## src/sv/wse_pkg.sv

```systemverilog
// types and constants shared by the wiggle sort engine
// no dependencies; imported by every module of the block
package wse_pkg;

    localparam int DATA_W = 32;

    // configuration register map (word indices on the register port, matched against paddr[3:2])
    localparam int          PADDR_W   = 4;
    localparam logic [1:0]  REG_MODE  = 2'd0;
    localparam logic        MODE_DOWN = 1'b0;
    localparam logic        MODE_UP   = 1'b1;

    // payload of one input transfer
    typedef struct packed {
        logic signed [DATA_W-1:0] value;
        logic                     last;
    } item_t;

    // payload of one result transfer
    typedef struct packed {
        logic signed [DATA_W-1:0] value_res;
        logic                     last_res;
        logic                     dropped;
    } res_t;

    // what one sorting stage shows its neighbours
    typedef struct packed {
        logic signed [DATA_W-1:0] value;
        logic                     vld;
        logic                     lt;
    } cell_link_t;

    localparam cell_link_t LINK_NONE = '0;

    typedef enum logic [1:0] {
        ST_LOAD,
        ST_DRAIN,
        ST_EMIT
    } state_t;

endpackage

```

## src/sv/wse_emit.sv

```systemverilog
// sorted buffer and wiggle-order read-out with a two-entry output queue
// depends on wse_pkg
module wse_emit
    import wse_pkg::*;
#(
    parameter int MAX_ELEMS = 64,
    parameter int AW        = (MAX_ELEMS > 1) ? $clog2(MAX_ELEMS) : 1,
    parameter int CW        = $clog2(MAX_ELEMS + 1)
)
(
    input  logic                     clk,
    input  logic                     rst_n,
    input  logic                     wr_en,
    input  logic [AW-1:0]            wr_addr,
    input  logic signed [DATA_W-1:0] wr_data,
    input  logic                     start,
    input  logic [CW-1:0]            n,
    input  logic                     mode,
    input  logic                     drop_flag,
    output logic                     busy,
    output logic                     res_valid,
    input  logic                     res_stall,
    output res_t                     res
);

    logic signed [DATA_W-1:0] mem [MAX_ELEMS];

    logic                     active_reg;
    logic                     active_next;
    logic [CW-1:0]            n_reg;
    logic [CW-1:0]            i_reg;
    logic [CW-1:0]            lo_reg;
    logic [CW-1:0]            hi_reg;
    logic [CW-1:0]            lo_next;
    logic [CW-1:0]            hi_next;
    logic                     mode_reg;
    logic                     drop_reg;
    logic                     pend_reg;
    logic                     pend_last_reg;
    logic signed [DATA_W-1:0] rd_data_reg;
    res_t                     ent_reg [2];
    logic                     wr_ptr_reg;
    logic                     rd_ptr_reg;
    logic [1:0]               cnt_reg;
    logic [1:0]               cnt_next;
    logic [CW:0]              mid_wide;
    logic [CW-1:0]            mid;
    logic [CW-1:0]            idx;
    logic [2:0]               occ;
    logic                     pop;
    logic                     issue;
    logic                     is_last;

    assign mid_wide = ({1'b0, n} + {{CW{1'b0}}, 1'b1}) >> 1;
    assign mid      = mid_wide[CW-1:0];

    // queue occupancy, counting the read still in flight
    assign pop   = res_valid && !res_stall;
    assign occ   = {1'b0, cnt_reg} + {2'b00, pend_reg};
    assign issue = active_reg && ((occ < 3'd2) || ((occ == 3'd2) && pop));

    assign is_last = (i_reg == n_reg - {{(CW-1){1'b0}}, 1'b1});

    // index of the next element: lower half on even, upper half on odd
    always_comb
    begin
        lo_next = lo_reg;
        hi_next = hi_reg;
        if (mode_reg == MODE_DOWN)
        begin
            if (!i_reg[0])
            begin
                lo_next = lo_reg - {{(CW-1){1'b0}}, 1'b1};
                idx     = lo_next;
            end
            else
            begin
                hi_next = hi_reg - {{(CW-1){1'b0}}, 1'b1};
                idx     = hi_next;
            end
        end
        else
        begin
            if (!i_reg[0])
            begin
                idx     = lo_reg;
                lo_next = lo_reg + {{(CW-1){1'b0}}, 1'b1};
            end
            else
            begin
                idx     = hi_reg;
                hi_next = hi_reg + {{(CW-1){1'b0}}, 1'b1};
            end
        end
    end

    always_comb
    begin
        active_next = active_reg;
        if (start)
        begin
            active_next = 1'b1;
        end
        else if (issue && is_last)
        begin
            active_next = 1'b0;
        end
    end

    always_comb
    begin
        cnt_next = cnt_reg;
        if (pend_reg && !pop)
        begin
            cnt_next = cnt_reg + 2'd1;
        end
        else if (!pend_reg && pop)
        begin
            cnt_next = cnt_reg - 2'd1;
        end
    end

    // sorted buffer: filled while the chain drains, read in wiggle order
    always_ff @(posedge clk)
    begin
        if (wr_en)
        begin
            mem[wr_addr] <= wr_data;
        end
        if (issue)
        begin
            rd_data_reg <= mem[idx[AW-1:0]];
        end
    end

    // read-out counters
    always_ff @(posedge clk or negedge rst_n)
    begin
        if (!rst_n)
        begin
            active_reg <= 1'b0;
            pend_reg   <= 1'b0;
            cnt_reg    <= 2'd0;
            wr_ptr_reg <= 1'b0;
            rd_ptr_reg <= 1'b0;
        end
        else
        begin
            active_reg <= active_next;
            pend_reg   <= issue;
            cnt_reg    <= cnt_next;
            if (pend_reg)
            begin
                wr_ptr_reg <= !wr_ptr_reg;
            end
            if (pop)
            begin
                rd_ptr_reg <= !rd_ptr_reg;
            end
        end
    end

    // per-array settings, index pointers and queue entry writes
    always_ff @(posedge clk)
    begin
        if (start)
        begin
            n_reg    <= n;
            i_reg    <= '0;
            mode_reg <= mode;
            drop_reg <= drop_flag;
            if (mode == MODE_DOWN)
            begin
                lo_reg <= mid;
                hi_reg <= n;
            end
            else
            begin
                lo_reg <= '0;
                hi_reg <= mid;
            end
        end
        else if (issue)
        begin
            i_reg  <= i_reg + {{(CW-1){1'b0}}, 1'b1};
            lo_reg <= lo_next;
            hi_reg <= hi_next;
        end
        if (issue)
        begin
            pend_last_reg <= is_last;
        end
        if (pend_reg)
        begin
            ent_reg[wr_ptr_reg] <= '{value_res: rd_data_reg,
                                     last_res:  pend_last_reg,
                                     dropped:   drop_reg};
        end
    end

    assign res_valid = (cnt_reg != 2'd0);
    assign res       = ent_reg[rd_ptr_reg];
    assign busy      = active_reg || pend_reg || (cnt_reg != 2'd0);

endmodule

```

## config.mk

```make
export PLATFORM = sky130hd
export DESIGN_NAME = wse_emit
export DESIGN_NICKNAME = d
export VERILOG_FILES = /design/src/sv/wse_pkg.sv /design/src/sv/wse_emit.sv
export SDC_FILE = /design/constraint.sdc
export NUM_CORES = 2
export LEC_CHECK = 0
export BUFFER_PORTS_ARGS = -buffer_cell sky130_fd_sc_hd__buf_2
export CAP_MARGIN = 20
export CORE_MARGIN = 8
export CORE_UTILIZATION = 25
export DETAILED_ROUTE_END_ITERATION = 16
export PLACE_DENSITY = 0.47
export RECOVER_POWER = 50
export SYNTH_ARGS = -nofsm -noshare
export SYNTH_HDL_FRONTEND = slang
export SYNTH_SLANG_ARGS = --single-unit
```

## constraint.sdc

```tcl
create_clock -name clk -period 3.42 [get_ports clk]
set_input_delay 0.684 -clock clk [delete_from_list [all_inputs] [get_ports clk]]
set_output_delay 0.684 -clock clk [all_outputs]
set_load 0.01 [all_outputs]
```

==> impl_metrics.ini <==
[run_status]
status = complete, but fails checks
violations = max-capacitance violations, max-slew violations, negative setup slack

[routing]
wl_per_cell_microns = 24.5
firstDrtPassIters = 5
viasPerCell = 4.66
drt_iter0_markers = 4615
drc = 0
postRouteAntennaNets = 0
via_count = 51300
wl_microns = 270000

[timing]
setup_viol = 2
min_period_over_period_pct = 101
fmax_mhz = 290
fin_crit_ns = 3.44
worst_slew_pin_slew_ns = 2.61
finalMaxSlewViolations = 1418
fin_ws_ns = -0.0237
hold_viol = 0
relSlewSlack_pct = -74.0
rsz0062_at_grt = yes
finalClockSkew_ns = 0.0668

[clock_tree]
cts_root_buffer = clkbuf_16
clk_latency_ns = 0.90
cts_tree = yes
cts.reportedPaths.clkPinSlew_ns = 0.06
cts_buffers = 230
h-tree-depth = 4
cts_buffer_depth = 4
numClockSinks = 2183

[synth]
ys_warn_count = 0
synth_ff_type = edfxtp_1
yosysTopAreaCell = edfxtp_1
ys_types = 64
ys_top_cells_by_area = edfxtp_1, nand2_1, mux4_2
avgSynthCellArea_sq_um = 15.1
synth_edf_count = 2170
yosysMostFrequentCell = edfxtp_1
yosysTopAreaCellShare_pct = 76.4
ys_seq_area_share_pct = 76.7
synthArstFlopShare_pct = 0.275
synth_common_cells = edfxtp_1, nand2_1, nand3_1
synth_nets = 5715
syn_inst = 5652
synth_area_sq_um = 85300
ys_ff_latch = 2183

[finish]
nNetsFinal = 6336
nFillCells = 33300
drive_gt1_share_pct = 22.0
syn_to_final_growth_pct = 25.2
largest_reg_flops = 2048

[global_routing]
grt_max_degree = 81
antenna_found_initial = 42
first_global_vias = 49900
grt_pass1_wl_microns = 373000
globalRouteOverflowTotal = 0
grtUsageTotal_pct = 14.1

[floorplan]
die-area_sq_um = 360000
chipHeight_microns = 600
initial_utilization_pct = 25.1
coreArea_sq_um = 340000
die_x_microns = 600
row_count = 214
io_pins = 88

[power]
seqPwrFrac_pct = 31.5
switching_share_pct = 36.7
p_total_uw = 100000
peakVddDrop_uv = 529
power_frac_comb_pct = 43.7
p_clk_share_pct = 24.8
leakagePower_uw = 0.0352
p_int_uw = 63600
powerDensity_nw_per_um2 = 940
p_sw_uw = 36800

[worst_setup_path]
cp.required_ns = 4.11
cp-end-kind = flop
crit_path_start_kind = flop
crit_type = flop to flop
cp.arrival_ns = 4.14
path_max_fanout = 11

[worst_hold_path]
hp-class = input pin to flop

[place]
pre_cts_slack_ns = -0.588
hpwl_microns = 156000
io_buffers = 87
gp_congestion = 0.771

[flow_run]
drv_cap = 32
==> placed cells by master, fill, tap and decap left out, types with 21 or more instances in the layout <==
cell,synthesis,layout
mux2_2,36,36
a221o_1,31,31
and3_1,35,34
buf_16,0,23
buf_6,0,24
nand3_1,648,643
buf_4,14,367
a32oi_1,63,55
buf_2,115,43
a31oi_1,62,59
clkinv_2,0,41
buf_12,0,161
nor2_4,0,65
nand2_1,1406,1404
clkbuf_1,180,131
edfxtp_1,2170,2170
mux2i_1,38,31
and4_1,31,31
a21oi_2,1,43
and2_1,32,31
a21oi_1,227,174
mux4_2,167,165
bufinv_16,0,28
clkbuf_16,0,258
clkinv_1,0,56
a211oi_2,0,21
==> worst max-delay path, stage by stage, from the launching register on <==
cell	delay (ns)
edfxtp_1	0.41
buf_6	0.14
or4_4	0.56
buf_4	0.17
o31ai_4	0.21
a21oi_4	0.10
or2_4	0.28
buf_4	0.16
nand4_4	0.13
buf_12	0.18
a21oi_2	0.07
nor4_4	0.60
and4_1	0.28
==> kinds of logic after synthesis <==
logic type / after synthesis / share of synthesized area, %
AO/OA/AOI/OAI: 463 / 3.52
flip-flops: 2183 / 76.7
AND/OR/NAND/NOR: 2353 / 12.0
adder cells (fa/ha/maj): 11 / 0.161
multiplexers: 241 / 5.33
buffers and inverters: 364 / 1.84
XOR/XNOR: 37 / 0.389
==> metal layers <==
layer | GRT usage, % | routed length (microns) | up-vias
li1 | - | - | 22700
met1 | 19.1 | 116000 | 26700
met2 | 23.4 | 131000 | 1517
met3 | 2.23 | 15900 | 374
met4 | 3.77 | 7260 | 0
met5 | 0 | 0 | -
==> power by group through the flow <==
| stage | Sequential, uW | Clock (uW) | Combinational [uW] |
|---|---|---|---|
| floorplan | 31600 | 0 | 19900 |
| global placement | 32200 | 0 | 38200 |
| detailed placement | 32200 | 0 | 38400 |
| CTS | 31700 | 25500 | 40000 |
| global route | 31700 | 26400 | 46800 |
| finish | 31600 | 24900 | 43800 |
==> area by class of cell <==
class / instances / area [sq um] / share of cell area [%]
Antenna cell: 16 / 40.0 / 0.0375
Inverter: 13 / 48.8 / 0.0457
Multi-Input combinational cell: 3105 / 19900 / 18.7
Sequential cell: 2183 / 65500 / 61.3
Clock buffer: 278 / 6000 / 5.62
Timing Repair Buffer: 740 / 8200 / 7.68
Tap cell: 4536 / 5680 / 5.32
Clock inverter: 138 / 1410 / 1.32
==> through the flow <==
step | utilization [%] | area, sq um | TNS, ns | hold WS (ns) | cells
2_1_floorplan | - | 85300 | 0 | 0.388 | 5652
3_3_place_gp | 28.3 | 96200 | -25.87 | 0.425 | 10400
3_5_place_dp | 28.4 | 96400 | -9.37 | 0.437 | 10500
4_1_cts | 30.9 | 105000 | -0.0174 | 0.00411 | 10900
5_1_grt | 31.4 | 107000 | -1.19 | 0.0763 | 11000
6_report | 31.4 | 107000 | -0.0437 | 0.0875 | 11000
==> final timing paths <==
| kind | startpoint | end | cells after the start | slack, ns |
|---|---|---|---|---|
| worst max-delay path | lo_reg[0] | rd_data_reg[23] | 12 | -0.02 |
| worst min-delay path | drop_flag | drop_reg | 1 | 0.09 |
| worst max register to register | lo_reg[0] | rd_data_reg[23] | 12 | -0.02 |
| worst min register to register | drop_reg | ent_reg[0][0] | 0 | 0.44 |
| max in group asynchronous | rst_n | rd_ptr_reg | 2 | 2.79 |
| min in group asynchronous | rst_n | cnt_reg[0] | 2 | 0.36 |
==> what timing repair did <==
action | in CTS | in global routing
gates cloned | 6 | 29
endpoints found under the setup margin | 32 | 32
hold endpoints to repair | 6 | 0
resized for setup | 95 | 181
hold buffers | 1 | 0
pin swaps | 21 | 34
buffers inserted | 26 | 56
(Power assumes the default switching activity.)
